### src/rtl/mfsd_pkg.sv
// Package: shared types and constants for the framebuffer shape draw unit.
package mfsd_pkg;

  localparam int unsigned StoreDepth = 1024;
  localparam int unsigned AddrW      = 10;

  typedef enum logic [3:0] {
    OP_PIXEL  = 4'd0,
    OP_HLINE  = 4'd1,
    OP_VLINE  = 4'd2,
    OP_RECT   = 4'd3,
    OP_FRECT  = 4'd4,
    OP_CIRC   = 4'd5,
    OP_FCIRC  = 4'd6,
    OP_CLEAR  = 4'd7,
    OP_READ   = 4'd8
  } opcode_e;

  typedef enum logic [3:0] {
    ST_IDLE,
    ST_CLEAR,
    ST_SPAN_LOAD,
    ST_RD,
    ST_WAIT,
    ST_WR,
    ST_CIRC_INIT,
    ST_CIRC_STEP,
    ST_RDREQ,
    ST_RDWAIT,
    ST_OUT
  } state_e;

  // Commands from controller to datapath.
  typedef struct packed {
    logic       latch;      // capture the input word
    logic       clr_init;   // reset clear counter
    logic       clr_write;  // write zero at clear counter, advance
    logic       span_load;  // load span generator from current span list slot
    logic       px_read;    // issue store read for current pixel
    logic       px_write;   // write modified byte, advance pixel
    logic       circ_init;  // initialize circle variables
    logic       circ_step;  // advance circle by one octant step
    logic       rd_req;     // issue store read at byte index
    logic       rd_cap;     // capture read data
  } ctrl_t;

  // Status from datapath to controller.
  typedef struct packed {
    logic       clr_done;   // last clear address written
    logic       span_empty; // current span has no pixels
    logic       span_last;  // current pixel is last of the span
    logic       slot_last;  // span list slot is the last one for this pass
    logic       circ_done;  // circle loop finished
    logic       is_circle;  // command runs the circle loop
  } stat_t;

endpackage

### src/rtl/mfsd_ctrl.sv
// Controller: sequences clear, span plotting, circle steps and reads.
module mfsd_ctrl (
  input  logic            clk_i,
  input  logic            rst_ni,
  input  logic            in_valid_i,
  output logic            in_ready_o,
  input  logic [3:0]      opcode_i,
  output logic            out_valid_o,
  input  logic            out_ready_i,
  input  mfsd_pkg::stat_t stat_i,
  output mfsd_pkg::ctrl_t ctrl_o
);
  mfsd_pkg::state_e state_q, state_d;
  logic acc;
  assign acc = in_valid_i && in_ready_o;

  always_comb begin
    state_d = state_q;
    unique case (state_q)
      mfsd_pkg::ST_IDLE: if (acc) begin
        priority case (opcode_i)
          mfsd_pkg::OP_CLEAR: state_d = mfsd_pkg::ST_CLEAR;
          mfsd_pkg::OP_READ:  state_d = mfsd_pkg::ST_RDREQ;
          mfsd_pkg::OP_CIRC, mfsd_pkg::OP_FCIRC: state_d = mfsd_pkg::ST_CIRC_INIT;
          mfsd_pkg::OP_PIXEL, mfsd_pkg::OP_HLINE, mfsd_pkg::OP_VLINE,
          mfsd_pkg::OP_RECT, mfsd_pkg::OP_FRECT: state_d = mfsd_pkg::ST_SPAN_LOAD;
          default: state_d = mfsd_pkg::ST_IDLE;
        endcase
      end
      mfsd_pkg::ST_CLEAR: if (stat_i.clr_done) state_d = mfsd_pkg::ST_IDLE;
      mfsd_pkg::ST_CIRC_INIT: state_d = mfsd_pkg::ST_SPAN_LOAD;
      mfsd_pkg::ST_SPAN_LOAD: begin
        if (!stat_i.span_empty) state_d = mfsd_pkg::ST_RD;
        else if (stat_i.slot_last)
          state_d = stat_i.is_circle ? mfsd_pkg::ST_CIRC_STEP : mfsd_pkg::ST_IDLE;
      end
      mfsd_pkg::ST_RD:   state_d = mfsd_pkg::ST_WAIT;
      mfsd_pkg::ST_WAIT: state_d = mfsd_pkg::ST_WR;
      mfsd_pkg::ST_WR: begin
        if (!stat_i.span_last) state_d = mfsd_pkg::ST_RD;
        else if (!stat_i.slot_last) state_d = mfsd_pkg::ST_SPAN_LOAD;
        else state_d = stat_i.is_circle ? mfsd_pkg::ST_CIRC_STEP : mfsd_pkg::ST_IDLE;
      end
      // Both forms draw before stepping; the outline tests the current point, the filled form the stepped one.
      mfsd_pkg::ST_CIRC_STEP:
        state_d = stat_i.circ_done ? mfsd_pkg::ST_IDLE : mfsd_pkg::ST_SPAN_LOAD;
      mfsd_pkg::ST_RDREQ:  state_d = mfsd_pkg::ST_RDWAIT;
      mfsd_pkg::ST_RDWAIT: state_d = mfsd_pkg::ST_OUT;
      mfsd_pkg::ST_OUT: if (out_ready_i) state_d = mfsd_pkg::ST_IDLE;
      default: state_d = mfsd_pkg::ST_IDLE;
    endcase
  end

  always_comb begin
    ctrl_o      = '0;
    in_ready_o  = (state_q == mfsd_pkg::ST_IDLE);
    out_valid_o = (state_q == mfsd_pkg::ST_OUT);
    unique case (state_q)
      mfsd_pkg::ST_IDLE: begin
        ctrl_o.latch = acc;
        ctrl_o.clr_init = 1'b1;
      end
      mfsd_pkg::ST_CLEAR:     ctrl_o.clr_write = 1'b1;
      mfsd_pkg::ST_CIRC_INIT: ctrl_o.circ_init = 1'b1;
      mfsd_pkg::ST_SPAN_LOAD: ctrl_o.span_load = 1'b1;
      mfsd_pkg::ST_RD:        ctrl_o.px_read = 1'b1;
      mfsd_pkg::ST_WR:        ctrl_o.px_write = 1'b1;
      mfsd_pkg::ST_CIRC_STEP: ctrl_o.circ_step = !stat_i.circ_done;
      mfsd_pkg::ST_RDREQ:     ctrl_o.rd_req = 1'b1;
      mfsd_pkg::ST_RDWAIT:    ctrl_o.rd_cap = 1'b1;
      default: ;
    endcase
  end

  always_ff @(posedge clk_i or negedge rst_ni) begin
    if (!rst_ni) state_q <= mfsd_pkg::ST_CLEAR;
    else         state_q <= state_d;
  end
endmodule
### config.mk
export PLATFORM = sky130hd
export DESIGN_NAME = mfsd_ctrl
export DESIGN_NICKNAME = d
export VERILOG_FILES = /design/src/rtl/mfsd_pkg.sv /design/src/rtl/mfsd_ctrl.sv
export SDC_FILE = /design/constraint.sdc
export NUM_CORES = 1
export LEC_CHECK = 0
export BUFFER_PORTS_ARGS = -buffer_cell sky130_fd_sc_hd__buf_2
export CORE_UTILIZATION = 35
export CTS_CLUSTER_DIAMETER = 80
export CTS_CLUSTER_SIZE = 28
export DETAILED_ROUTE_END_ITERATION = 12
export PLACE_DENSITY = 0.63
export SLEW_MARGIN = 20
export SYNTH_ARGS = -nofsm -noshare
export SYNTH_HDL_FRONTEND = slang
export SYNTH_SLANG_ARGS = --single-unit
### constraint.sdc
create_clock -name clk_i -period 4.2 [get_ports clk_i]
set_input_delay 0.63 -clock clk_i [delete_from_list [all_inputs] [get_ports clk_i]]
set_output_delay 0.63 -clock clk_i [all_outputs]
set_load 0.05 [all_outputs]
======== Word-level counts from Yosys, hierarchy flattened ========
Memory sizes are Yosys's and may differ from the RTL's.
Cells that the tools add are included.
storage, ports and cells
  memory bits (read-only) ................. 64
  logic and storage cells ................. 39
  output and inout bits ................... 12
  memories kept ........................... 1
  register bits after elaboration ......... 4
  input port bits ......................... 14
memory list
  memory           words  width  read ports  clocked after memory_dff  write ports  RTL line         RTL
  (no name shown)  16     4      1           0                         0            mfsd_ctrl.sv:21  priority case (opcode_i)
operators by class
  eq/ne operators ......................... 14
  muxes and demuxes ....................... 19
  reduce and logical (&&, ||, !) cells .... 4
operator list
  kind                  count
  $pmux W4 S11          1
  $mux W4               5
  $eq A4 B3 Y1 const B  4
  $eq A4 B4 Y1 const B  3
  $mux W3               3
  $eq A4 B2 Y1 const B  2
  $mux W1               8
  $eq A4 B1 Y1 const B  1
  $logic_not A4 Y1      1
  $mux W2               2
  $ne A2 B1 Y1 const B  2
  $reduce_and A4 Y1     1
  $ne A3 B3 Y1 const B  1
  $ne A2 B2 Y1 const B  1
  $logic_and A1 B1 Y1   1
  $logic_not A1 Y1      1

======== Longest topological paths before layout ========
Gate-level depths: netlist of run 1.
  word-level depth ........................ 4
  gate-level depth with buffers ........... 6
  mapped depth without buffers ............ 6

======== Worst setup path after synthesis of run 1 ========
No wires, ideal clock.
  kind .................................... input -> output
  from .................................... in stat_i[1] (netlist bit)
  to ...................................... out ctrl_o[2] (netlist bit)
  slack ................................... 1794 ps
  data required time ...................... 3570 ps
  arrival time ............................ 1776 ps
  path buffers ............................ 0
  cell stages on the path ................. 1
  cell sequence ........................... nor3_1
on the way
  word-level cells in the longest chain between the ends .. 2
ends and longest elaborated chain
  element           RTL line         RTL
  from (decl)       mfsd_ctrl.sv:10  input mfsd_pkg::stat_t stat_i,
  $logic_not A1 Y1  mfsd_ctrl.sv:68  mfsd_pkg::ST_CIRC_STEP: ctrl_o.circ_step = !stat_i.circ_done;
  $mux W1           mfsd_ctrl.sv:58  unique case (state_q)
  to (decl)         mfsd_ctrl.sv:11  output mfsd_pkg::ctrl_t ctrl_o
No other way between the ends.

==> flow_summary.yaml, run 1 <==
global_routing:
  grt_pass1_vias: 473
  grt.total_usage_pct: 18.4
  antenna_found_initial: 0
  grt-ovfl-total: 0
  grt_pass1_wl_mm: 2.00
  use_met3_pct: 6.52
  grt_start_max_net_pins: 15
  use_met2_pct: 29.3
  top_usage_layer: "met2"
  met1_usage_pct: 23.2
clock_network:
  cts.path.max_buffers: 2
  cts_tree: "yes"
  cts_resized: 0
  ctsHoldBuffers: 0
  ctsRootBufferMaster: "clkbuf_4"
  cts_setup_buffers: 0
  insertion_delay_ns: 0.25
  cts.clk_slew.worst_paths_ns: 0.05
  htree_levels: 1
  clock-sinks: 4
  cts_buffers: 3
timing:
  tightest_slew_ns: 0.502
  max_slew_margin_pct: 66.5
  hold_viol: 0
  setup_viol: 0
  setup_tns_ns: 0
  hold_ws_ns: 0.184
  fin_ws_ns: 1.90
  fmax_mhz: 435
  rsz0062_at_grt: "false"
  finalClockSkew_ns: 0.00190
  slew_viol_final: 0
  fin_crit_ns: 2.30
  period_share_pct: 54.7
synthesis:
  yosysWarningCount: 0
  ys_seq_area_share_pct: 18.9
  synthDistinctLibCells: 37
  synth-seq-cells: 4
  synth_top_cell_by_area: "dfrtp_1"
  syn_nets: 84
  synth.area.top_cells: "dfrtp_1, nor2_1, dfstp_2, ha_1, nor3_1"
  netlist_area_um2: 537
  netlist_instances: 68
  avgSynthCellArea_um2: 7.89
  synth_top_area_share_pct: 14.0
drt:
  drt_iter0_drc: 15
  drcViolationCount: 0
  vias: 590
  firstDrtPassIters: 5
  wl_per_cell_um: 12.4
  drt_wl_total_mm: 1.34
  vias_per_cell: 5.46
  final_antenna_net_count: 0
floorplanning:
  rows: 13
  die_x_um: 41.2
  num_io_pins: 26
  die_area_um2: 1690
  initial_utilization_pct: 39.3
  die_y_um: 41.2
  coreArea_um2: 1370
layout:
  final_nets: 110
  largest_reg_flops: 4
  fillCellCount: 141
  seq_area_um2: 101
  top_register: "state_q"
  antenna_cells: 0
  area_growth_pct: 26.3
  drive_gt1_share_pct: 46.2
  fin_cells: 108
  top_regs: "state_q x4"
  multi_input_area_um2: 380
placed_design:
  gp_congestion: 0.754
  dpl.cell_count: 104
  pre_cts_ws_ns: 2.16
  dp_hpwl_mm: 1.13
  numPortBuffers: 25
power_and_ir_drop:
  p_int_mw: 0.226
  p_comb_share_pct: 70.9
  swShare_pct: 58.7
  max-vdd-ir-drop_v: 0.000313
  p_seq_share_pct: 18.7
  p_per_area_nw_per_um2: 809
  p_clk_share_pct: 10.4
  switchingPower_mw: 0.322
  power_leakage_nw: 0.327
status:
  status: "completed"
critical_path:
  path_cells: "or2_4, nor3_4, and2_1, buf_2"
  crit_type: "reg -> out"
  cp_num_buf_inv: 1
  start_kind: "flip-flop"
  crit_family: "simple AND/OR/NAND/NOR gates"
  crit_fanout: 10
  critical-path-max-stage-delay_ns: 0.49
  worstPathArrival_ns: 1.67
  end_kind: "output port"
  required_ns: 3.57
  crit_slowest_cell: "dfrtp_1"
min_path:
  hold_class: "in -> async"
run:
  drv_cap: 0
-- cell type report --
cell class                      instances  area share [%]
Inverter                                7            3.87
Timing Repair Buffer                   25            18.5
Tap cell                               15            2.77
Sequential cell                         4            14.9
Clock buffer                            4            3.87
Multi-Input combinational cell         53            56.1
-- metrics by stage --
| step | instance area (um2) | total power, mW | utilization, % |
|---|---|---|---|
| 6_report | 678 | 0.549 | 49.6 |
| 3_3_place_gp | 652 | 0.486 | 47.7 |
| 2_1_floorplan | 537 | 0.436 | - |
| 5_1_grt | 678 | 0.584 | 49.6 |
| 4_1_cts | 678 | 0.549 | 49.6 |
| 3_5_place_dp | 652 | 0.491 | 47.7 |
-- worst paths after layout --
| check | from | endpoint | slack (ns) | depth (start not counted) |
|---|---|---|---|---|
| setup reg to reg | state_q[3] | state_q[3] | 2.64 | 5 |
| min in group clk_i | stat_i[5] | state_q[0] | 0.56 | 2 |
| max in group asynchronous | rst_ni | state_q[0] | 3.81 | 1 |
| setup / recovery | state_q[1] | ctrl_o[9] | 1.90 | 4 |
| hold / removal | rst_ni | state_q[3] | 0.18 | 1 |
| hold reg to reg | state_q[1] | state_q[1] | 0.71 | 2 |
-- layer usage --
layer  vias up  share of wire (%)
met5         -                  0
met1       273                 45
met2        25                 48
met3         0                6.9
met4         0                  0
li1        292                  -
-- cell families (layout without fill, tap and decap cells) --
family | count (synthesis) | after routing | share of synthesized area, %
buf+inv | 11 | 36 | 10.3
flops | 4 | 4 | 18.9
fa+ha+maj | 2 | 2 | 4.66
compound gates | 18 | 18 | 26.8
simple gates | 33 | 33 | 39.4
-- placed cells by master (no fill, tap or decap), types with 2 or more instances in the layout --
master	instances
inv_1	6
a31oi_1	2
buf_2	25
ha_1	2
clkbuf_4	3
nand2b_1	2
nor2b_1	2
nand2_1	5
a21oi_1	4
dfrtp_1	3
nor3_1	5
nor2_1	9
-- synth_stat cells --
cell type,n
nor3_1,5
nand3_1,1
buf_4,1
nand2b_2,1
inv_2,1
nand2b_4,1
nor3_2,1
a21oi_1,4
dfstp_2,1
nand4b_1,1
o22ai_1,1
and3_4,1
nor2b_1,2
buf_6,1
a21oi_2,1
buf_2,2
and2_1,1
inv_1,6
dfrtp_1,3
ha_1,2
o21ai_2,1
nand2_1,5
o32ai_2,1
o21ai_0,1
o32a_2,1
o31ai_1,1
o22ai_2,1
nor3_4,1
nand2b_1,2
o21ai_1,1
or2_4,1
a22oi_1,1
a211oi_1,1
nor2_1,9
o2bb2ai_2,1
nand3b_4,1
a31oi_1,2
-- power by group through the flow --
stage | Sequential [mW] | Combinational, mW | Clock [mW]
detailed placement | 0.102 | 0.389 | 0
floorplan | 0.0709 | 0.365 | 0
global route | 0.107 | 0.416 | 0.0603
finish | 0.102 | 0.389 | 0.0572
global placement | 0.101 | 0.385 | 0
CTS | 0.102 | 0.389 | 0.0570
-- worst reg2reg max path: stages (launching register included) --
cell and delay (ns):
dfrtp_1 0.53, nor3_1 0.26, a31oi_1 0.09, o32ai_2 0.27, nand3b_4 0.22, o2bb2ai_2 0.07
Power figures use the tool's default switching activity.
==> run 2, diff against run 1 <==
--- a/config.mk
+++ b/config.mk
@@ -5,12 +5,13 @@
 export SDC_FILE = /design/constraint.sdc
 export NUM_CORES = 1
 export LEC_CHECK = 0
+export ABC_AREA = 1
 export BUFFER_PORTS_ARGS = -buffer_cell sky130_fd_sc_hd__buf_2
 export CORE_UTILIZATION = 35
 export CTS_CLUSTER_DIAMETER = 80
 export CTS_CLUSTER_SIZE = 28
 export DETAILED_ROUTE_END_ITERATION = 12
-export PLACE_DENSITY = 0.63
+export PLACE_DENSITY = 0.66
 export SLEW_MARGIN = 20
 export SYNTH_ARGS = -nofsm -noshare
 export SYNTH_HDL_FRONTEND = slang
==> constraint.sdc (replaced) <==
create_clock -name clk_i -period 1.85 [get_ports clk_i]
set_input_delay 0.2775 -clock clk_i [delete_from_list [all_inputs] [get_ports clk_i]]
set_output_delay 0.2775 -clock clk_i [all_outputs]
set_load 0.05 [all_outputs]
==> run 2 against run 1 <==
Against the previous run:
- synthesized cell count grew 34%
- design area grew 3.0%
- non-clock buffer count grew 1
- total power grew 93%
- count of clock-buffer cells in the layout is the same
- routed wire length shrank 1.7%
- sequential share of layout area shrank 0.43 points
- largest power group unchanged
- clock power grew 110%
- critical endpoint unchanged
- die area shrank 2.0%
- critical path depth is the same
- register-to-register slack lost 2.1 ns
- clock skew grew 0.0071 ns
==> flow_summary.yaml, run 2 <==
synthesis:
  netlist_area_um2: 526
  synth.area.top_cells: "nand2_1, nor2_1, dfrtp_1, inv_1, nand3_1"
  syn_nets: 107
  yosysWarningCount: 0
  synth_top_cell_by_area: "nand2_1"
  synth-seq-cells: 4
  synthArstFlopShare_pct: 100
  netlist_instances: 91
  synthDistinctLibCells: 19
  synth-main-ff-cell: "dfrtp_1"
  synth_edf_count: 0
  avgSynthCellArea_um2: 5.77
  synth_top_area_share_pct: 16.4
  ys_seq_area_share_pct: 19.3
  synth.top_cells.by_count: "nand2_1, nor2_1, inv_1, nand3_1"
  synth.most_common_cell: "nand2_1"
layout:
  final_common_cell: "buf_2"
  final_area_um2: 698
  seq_area_um2: 101
  area_growth_pct: 32.9
  top_regs: "state_q x4"
  largest_reg_flops: 4
  antenna_cells: 0
  top_register: "state_q"
  mostFrequentLayoutCells: "buf_2, nand2_1, nor2_1"
  post-route-util_pct: 51.7
  final_nets: 137
  multi_input_area_um2: 357
  fin_cells: 135
  drive_gt1_share_pct: 36.7
  fillCellCount: 146
global_routing:
  grt_start_max_net_pins: 7
  grt.total_usage_pct: 18.4
  antenna_found_initial: 0
  grt_pass1_wl_mm: 1.99
  grt_pass1_vias: 500
  grt-ovfl-total: 0
drt:
  drt_iter0_drc: 9
  drcViolationCount: 0
  firstDrtPassIters: 4
  wl_per_cell_um: 9.77
  drt_wl_total_mm: 1.32
  vias: 624
  final_antenna_net_count: 0
  vias_per_cell: 4.62
power_and_ir_drop:
  power_leakage_nw: 0.441
  max-vdd-ir-drop_v: 0.000560
  p_total_mw: 1.06
  p_per_area_nw_per_um2: 1520
critical_path:
  worstPathArrival_ns: 1.42
  crit_fanout: 4
  required_ns: 1.57
  end_kind: "output port"
  crit_type: "reg -> out"
  start_kind: "flip-flop"
timing:
  rsz0062_at_grt: "false"
  fin_ws_ns: 0.154
  setup_tns_ns: 0
  max_slew_margin_pct: 83.4
  hold_viol: 0
  fmax_mhz: 590
  period_share_pct: 91.7
  finalClockSkew_ns: 0.00901
  fin_crit_ns: 1.70
  slew_viol_final: 0
  tightest_slew_ns: 0.250
  hold_ws_ns: 0.274
  setup_viol: 0
floorplanning:
  initial_utilization_pct: 38.9
  rows: 13
  coreArea_um2: 1350
  die_y_um: 40.8
  die_x_um: 40.8
  die_area_um2: 1660
  num_io_pins: 26
clock_network:
  cts_setup_buffers: 0
  ctsRootBufferMaster: "clkbuf_4"
  cts_tree: "yes"
  cts.path.max_buffers: 2
  cts.clk_slew.worst_paths_ns: 0.04
  cts_resized: 0
  htree_levels: 1
  cts_buffers: 3
  clock-sinks: 4
  insertion_delay_ns: 0.24
placed_design:
  pre_cts_ws_ns: 0.416
  gp_congestion: 0.846
  numPortBuffers: 25
  dpl.cell_count: 130
  dp_hpwl_mm: 1.14
  place_area_um2: 662
status:
  status: "completed"
min_path:
  hold_class: "in -> reg"
run:
  drv_cap: 0
-- run 2: power breakdown --
group | leakage, nW | switching [mW] | total, mW | internal [mW]
registers | 0.0502 | 0.0391 | 0.164 | 0.125
logic | 0.376 | 0.579 | 0.774 | 0.195
clock network | 0.0150 | 0.0408 | 0.122 | 0.0812
total | 0.441 | 0.659 | 1.06 | 0.401
-- run 2: cell families (layout without fill, tap and decap cells) --
logic type / after synthesis / in the layout / synth area share, %
simple gates: 65 / 65 / 59.5
buf+inv: 17 / 46 / 12.9
flops: 4 / 4 / 19.3
compound gates: 3 / 3 / 3.57
fa+ha+maj: 2 / 2 / 4.76
-- run 2: repair_timing --
item                                    4_1_cts  5_1_grt
endpoints found under the hold margin         3        0
endpoints found under the setup margin        0        0
hold buffers                                  1        0
-- run 2: layout make-up --
type	instances	share of cell area [%]
multi-input combinational	70	51.1
timing repair buffer	26	19.4
sequential	4	14.5
inverter	16	8.60
clock buffer	4	3.76
tap	15	2.69
-- run 2: worst paths after layout --
kind                             from          to  slack (ns)  depth (start not counted)
max                        state_q[3]   ctrl_o[9]        0.15                          4
min                         stat_i[5]  state_q[0]        0.27                          4
max reg2reg                state_q[3]  state_q[1]        0.53                          6
min reg2reg                state_q[1]  state_q[1]        0.61                          2
max in group asynchronous      rst_ni  state_q[0]        1.26                          2
min in group asynchronous      rst_ni  state_q[3]        0.37                          2
-- run 2: critical path, stage by stage (launching register included) --
cell,delay (ns)
dfrtp_1,0.41
nor2_2,0.24
nand3_2,0.15
nor2_1,0.11
buf_2,0.26
-- run 2: layer usage --
metal	wire, um	global-route usage, %	up-vias
met4	0	2.50	0
met1	600	23.4	259
met3	99	4.89	0
li1	-	-	340
met2	618	31.7	25
met5	0	0	-
